### src/design/ptr_pkg.sv
`timescale 1ns / 1ps
package ptr_pkg;

	// Replacement policies; the unused code behaves as FIFO.
	localparam logic [1:0] POL_FIFO  = 2'd0;
	localparam logic [1:0] POL_LRU   = 2'd1;
	localparam logic [1:0] POL_CLOCK = 2'd2;
	localparam logic [1:0] POL_SPARE = 2'd3;

	// Configuration register indexes.
	localparam logic [1:0] CFG_OFFSET_BITS = 2'd0;
	localparam logic [1:0] CFG_FRAME_COUNT = 2'd1;
	localparam logic [1:0] CFG_POLICY      = 2'd2;

	localparam int CFG_IDX_W  = 2;
	localparam int CFG_DATA_W = 7;
	localparam int OFFSET_W   = 5;
	localparam int FCOUNT_W   = 7;
	localparam int POLICY_W   = 2;

	localparam logic [OFFSET_W-1:0] OFFSET_RESET = 5'd12;
	localparam logic [FCOUNT_W-1:0] FCOUNT_RESET = 7'd64;
	localparam int OFFSET_MAX = 20;
	localparam int PA_W       = 26;
	localparam int TIME_W     = 32;
	localparam int PAGE_MAX_W = 32;

	localparam int MAX_FRAMES_DEF = 64;
	localparam int ADDR_BITS_DEF  = 32;

	// Commands from the controller to the datapath.
	typedef struct packed {
		logic accept;
		logic scan;
		logic clock_step;
		logic commit;
	} ptr_cmd_t;

	// Status from the datapath to the controller.
	typedef struct packed {
		logic scan_done;
		logic need_clock;
		logic clock_found;
		logic out_free;
	} ptr_sts_t;

endpackage

### src/design/ptr_ctrl.sv
`timescale 1ns / 1ps
module ptr_ctrl (
	input  logic              clk,
	input  logic              arst_n,
	input  logic              in_valid,
	output logic              in_ready,
	input  ptr_pkg::ptr_sts_t sts,
	output ptr_pkg::ptr_cmd_t cmd
);
	import ptr_pkg::*;

	localparam logic [1:0] ST_IDLE   = 2'd0;
	localparam logic [1:0] ST_SCAN   = 2'd1;
	localparam logic [1:0] ST_CLOCK  = 2'd2;
	localparam logic [1:0] ST_COMMIT = 2'd3;

	logic [1:0] state_q, state_d;

	always_comb begin
		state_d = state_q;
		cmd     = '0;
		in_ready = 1'b0;
		case (state_q)
			ST_IDLE: begin
				in_ready = 1'b1;
				if (in_valid) begin
					cmd.accept = 1'b1;
					state_d    = ST_SCAN;
				end
			end
			ST_SCAN: begin
				cmd.scan = 1'b1;
				if (sts.scan_done) begin
					state_d = sts.need_clock ? ST_CLOCK : ST_COMMIT;
				end
			end
			ST_CLOCK: begin
				cmd.clock_step = 1'b1;
				if (sts.clock_found) begin
					state_d = ST_COMMIT;
				end
			end
			ST_COMMIT: begin
				if (sts.out_free) begin
					cmd.commit = 1'b1;
					state_d    = ST_IDLE;
				end
			end
			default: state_d = ST_IDLE;
		endcase
	end

	always_ff @(posedge clk or negedge arst_n) begin
		if (!arst_n) begin
			state_q <= ST_IDLE;
		end else begin
			state_q <= state_d;
		end
	end

	a_commit_waits: assert property (@(posedge clk) disable iff (!arst_n)
		cmd.commit |-> sts.out_free) else $error("commit with output busy");
	a_accept_idle: assert property (@(posedge clk) disable iff (!arst_n)
		cmd.accept |=> state_q == ST_SCAN) else $error("accept did not start a scan");
	a_clock_from_scan: assert property (@(posedge clk) disable iff (!arst_n)
		(state_q == ST_SCAN && sts.scan_done && sts.need_clock) |=> cmd.clock_step)
		else $error("clock sweep not started");
endmodule

### config.mk
export PLATFORM = sky130hd
export DESIGN_NAME = ptr_ctrl
export DESIGN_NICKNAME = d
export VERILOG_FILES = /design/src/design/ptr_pkg.sv /design/src/design/ptr_ctrl.sv
export SDC_FILE = /design/constraint.sdc
export NUM_CORES = 1
export LEC_CHECK = 0
export ABC_AREA = 0
export BUFFER_PORTS_ARGS = -buffer_cell sky130_fd_sc_hd__buf_2
export CAP_MARGIN = 5
export CELL_PAD_IN_SITES_DETAIL_PLACEMENT = 2
export CELL_PAD_IN_SITES_GLOBAL_PLACEMENT = 2
export CORE_AREA = 2 2 39 41
export CTS_BUF_LIST = sky130_fd_sc_hd__clkbuf_2 sky130_fd_sc_hd__clkbuf_4 sky130_fd_sc_hd__clkbuf_8
export DETAILED_ROUTE_END_ITERATION = 16
export DIE_AREA = 0 0 41 43
export PLACE_DENSITY = 0.66
export SLEW_MARGIN = 20
export SYNTH_ARGS = -nofsm -noshare
export SYNTH_HDL_FRONTEND = slang
export SYNTH_SLANG_ARGS = --single-unit
### constraint.sdc
create_clock -name clk -period 4.1 [get_ports clk]
set_clock_uncertainty 0.1 [all_clocks]
set_input_delay 0.41 -clock clk [delete_from_list [all_inputs] [get_ports clk]]
set_output_delay 0.41 -clock clk [all_outputs]
set_load 0.01 [all_outputs]
==> flow_summary_export.csv <==
group,metric,value,unit
outcome,run_status,"complete, no violations",
worst_setup_path,critical_path_sink_type,"output port",
drt,number_of_drc_markers_in_iteration_0,0,
logic_synthesis,largest_cells_by_area_after_synthesis,"sky130_fd_sc_hd__dfrtp_1 23%, sky130_fd_sc_hd__ha_1 23%, sky130_fd_sc_hd__o2111ai_4 12%",
power_and_ir_drop,static-leakage-power,0.000165,uW
logic_synthesis,synth.largest_area_cell,"sky130_fd_sc_hd__dfrtp_1",
die,design.die.area,1760,sq um
sta,worst_slew_margin_relative_to_its_limit,85.4,%
logic_synthesis,ys.flop_type,"sky130_fd_sc_hd__dfrtp_1",
placement,io_buffer_count,11,
final_layout,areaGrowthSynthToFinish,50.3,%
logic_synthesis,portion_of_synthesized_cell_area_occupied_by_the_leading_cell_type,23.4,%
global_routing,globalRouteOverflowTotal,0,
logic_synthesis,proportion_of_synthesized_flip_flops_having_asynchronous_set_or_reset,100,%
global_routing,global_route_total_usage_across_every_layer,8.04,%
clock_network,cts_tree,"built",
worst_setup_path,cp-startpoint,"state_q[0]$_DFFE_PN0P_",
final_layout,finish.net_count,48,
sta,final.period_utilization,44.5,%
logic_synthesis,synth-seq-area-share,23.4,%
clock_network,cts-resized-gates,0,
clock_network,clock_latency,0.22,ns
worst_setup_path,crit_path_start_kind,"flip-flop",
placement,globalplace.congestion,0.673,
logic_synthesis,syn-cell-area,214,sq um
power_and_ir_drop,part_of_the_power_in_the_clock_network,18.9,%
logic_synthesis,synth-edff-count,0,
min_path,min-delay-path-class,"in2async",
placement,placed_cells,47,
final_layout,final_standard_cell_count_with_taps_included_and_fillers_excluded,51,
power_and_ir_drop,ir_worst_vdd,0.190,mV
logic_synthesis,synth_cell_type_count,11,
die,core.rowCount,14,
drt,via_count,198,
worst_setup_path,timing.reg2reg.setup_slack,2.48,ns
worst_setup_path,cp-endpoint,"cmd[3]",
worst_setup_path,worst-path-max-fanout,5,
logic_synthesis,synthMostInstantiatedCell,"sky130_fd_sc_hd__ha_1",
final_layout,largest_register_ff_count,2,
final_layout,multi_input_area,153,sq um
power_and_ir_drop,pwr_density_cell,712,nW/um^2
worst_setup_path,timing.setup.critical_path_class,"reg2out",
logic_synthesis,synth_seq_cells,2,
worst_setup_path,worst_ep_required_time,3.59,ns
sta,report.final.slew_viol_count,0,
sta,worst_pin_slew,0.217,ns
sta,fmax,548,MHz
final_layout,register_with_the_most_flip_flops,"state_q",
clock_network,root_buffer,"sky130_fd_sc_hd__clkbuf_4",
drt,route.detailed.drc,0,
clock_network,h-tree-depth,1,
worst_setup_path,r2r-start,"state_q[0]$_DFFE_PN0P_",
clock_network,clock_tree.buffer_depth,2,
sta,rsz0062_at_grt,"false",
drt,detail_route.wl_per_cell,9.96,um
worst_setup_path,r2r-end,"state_q[0]$_DFFE_PN0P_",
logic_synthesis,synth.yosys.warnings,0,
die,floorplan.core_area,1380,sq um
logic_synthesis,cell_count_after_synthesis,20,
worst_setup_path,worst_path_arrival_time,1.31,ns
drt,wirelength,508,um
sta,final.setup.tns,0,ns
flow_run,drv_cap,0,
clock_network,tritoncts_buffers,3,
global_routing,grt_pass1_vias,213,
drt,post_route_ant_nets,0,
power_and_ir_drop,pwr-share-seq,20.1,%
clock_network,clkSlewWorstSetupHoldPaths,0.03,ns
power_and_ir_drop,p_sw,97.6,uW
sta,min_period,1.82,ns
global_routing,antenna_violations_before_repair,0,
final_layout,fillCellCount,159,
die,number_of_placed_i_o_pins,12,
drt,drt-vias-per-instance,3.88,
final_layout,drive_above_1_share,54.3,%
clock_network,cts_sinks,2,
logic_synthesis,synth_nets,31,
power_and_ir_drop,switching_share,42.7,%
final_layout,final_core_utilization,23.2,%
die,die_h,43,um
worst_setup_path,r2r_cells,6,
sta,hold_viol,0,
logic_synthesis,yosys-top-cells-count,"4 x sky130_fd_sc_hd__ha_1, 3 x sky130_fd_sc_hd__inv_1, 3 x sky130_fd_sc_hd__nand2b_2, 2 x sky130_fd_sc_hd__dfrtp_1, 2 x sky130_fd_sc_hd__o31ai_1",
power_and_ir_drop,internal-power,131,uW
sta,finalSetupViolations,0,
logic_synthesis,syn_avg_cell_area,10.7,sq um
global_routing,pin_count_of_the_biggest_net_entering_global_routing,6,
final_layout,num_antenna_cells,0,
global_routing,grt_first_pass_wirelength,876,um
final_layout,largestRegisters,"state_q: 2 flops",
final_layout,ff_latch_area,50.0,sq um
die,start_util,15.5,%
die,fp.dieW,41,um
drt,drt-pass1-iter-count,1,
power_and_ir_drop,power.share.combinational,61.0,%
critical path, cell delays in order (launching register included):
cell                      delay [ns]
sky130_fd_sc_hd__dfrtp_1        0.42
sky130_fd_sc_hd__inv_1          0.09
sky130_fd_sc_hd__ha_1           0.27
sky130_fd_sc_hd__and2_2         0.19
sky130_fd_sc_hd__buf_2          0.13
per-stage QoR:
stage	hold slack (ns)	power, uW	setup WS (ns)	cell area [sq um]
CTS	0.387	237	2.24	322
global route	0.411	261	2.15	322
finish	0.396	229	2.28	322
global placement	0.0968	184	2.49	289
detailed placement	0.0975	190	2.46	289
floorplan	0.0144	146	2.57	214
cell families after synthesis:
family          after synthesis  synth area share [%]
buf+inv                       3                  5.26
mux                           1                  5.26
simple gates                  7                  23.4
fa+ha+maj                     4                  23.4
compound gates                3                  19.3
flops                         2                  23.4
metal layers:
metal	up-vias	routed length, um	track usage (%)
li1	98	-	-
met1	89	223	8.71
met2	11	226	10.9
met3	0	59	4.71
met4	0	0	6.00
met5	-	0	0
placed cells by master, fill, tap and decap left out, types with 2 or more instances in the layout:
master / instances
sky130_fd_sc_hd__buf_2: 11
sky130_fd_sc_hd__ha_1: 4
sky130_fd_sc_hd__clkbuf_4: 3
sky130_fd_sc_hd__dfrtp_1: 2
sky130_fd_sc_hd__o31ai_1: 2
sky130_fd_sc_hd__inv_1: 3
sky130_fd_sc_hd__nand2b_2: 3
area by class of cell:
type | instances | share of cell area, %
Clock buffer | 3 | 7.00
Inverter | 3 | 3.50
Multi-Input combinational cell | 15 | 47.5
Sequential cell | 2 | 15.6
Tap cell | 16 | 6.23
Timing Repair Buffer | 12 | 20.2
how the worst min path moves through the flow:
stage / endpoint
final: state_q[1]$_DFFE_PN0P_
after CTS: state_q[1]$_DFFE_PN0P_
after detailed placement: state_q[0]$_DFFE_PN0P_
after global routing: state_q[1]$_DFFE_PN0P_
after global placement: state_q[1]$_DFFE_PN0P_
after floorplan: state_q[0]$_DFFE_PN0P_
power by group through the flow:
stage	sequential [uW]	combinational [uW]	clock, uW
2_1_floorplan	41.7	104	0
3_3_place_gp	45.7	139	0
3_5_place_dp	46.1	143	0
4_1_cts	46.3	144	46.0
5_1_grt	50.1	164	47.2
6_report	45.9	140	43.3
what timing repair did:
item / 4_1_cts / 5_1_grt
setup buffers: 0 / 0
hold buffers: 1 / 0
hold endpoints to repair: 2 / 0
No activity file was read; power rests on OpenSTA's default activity.
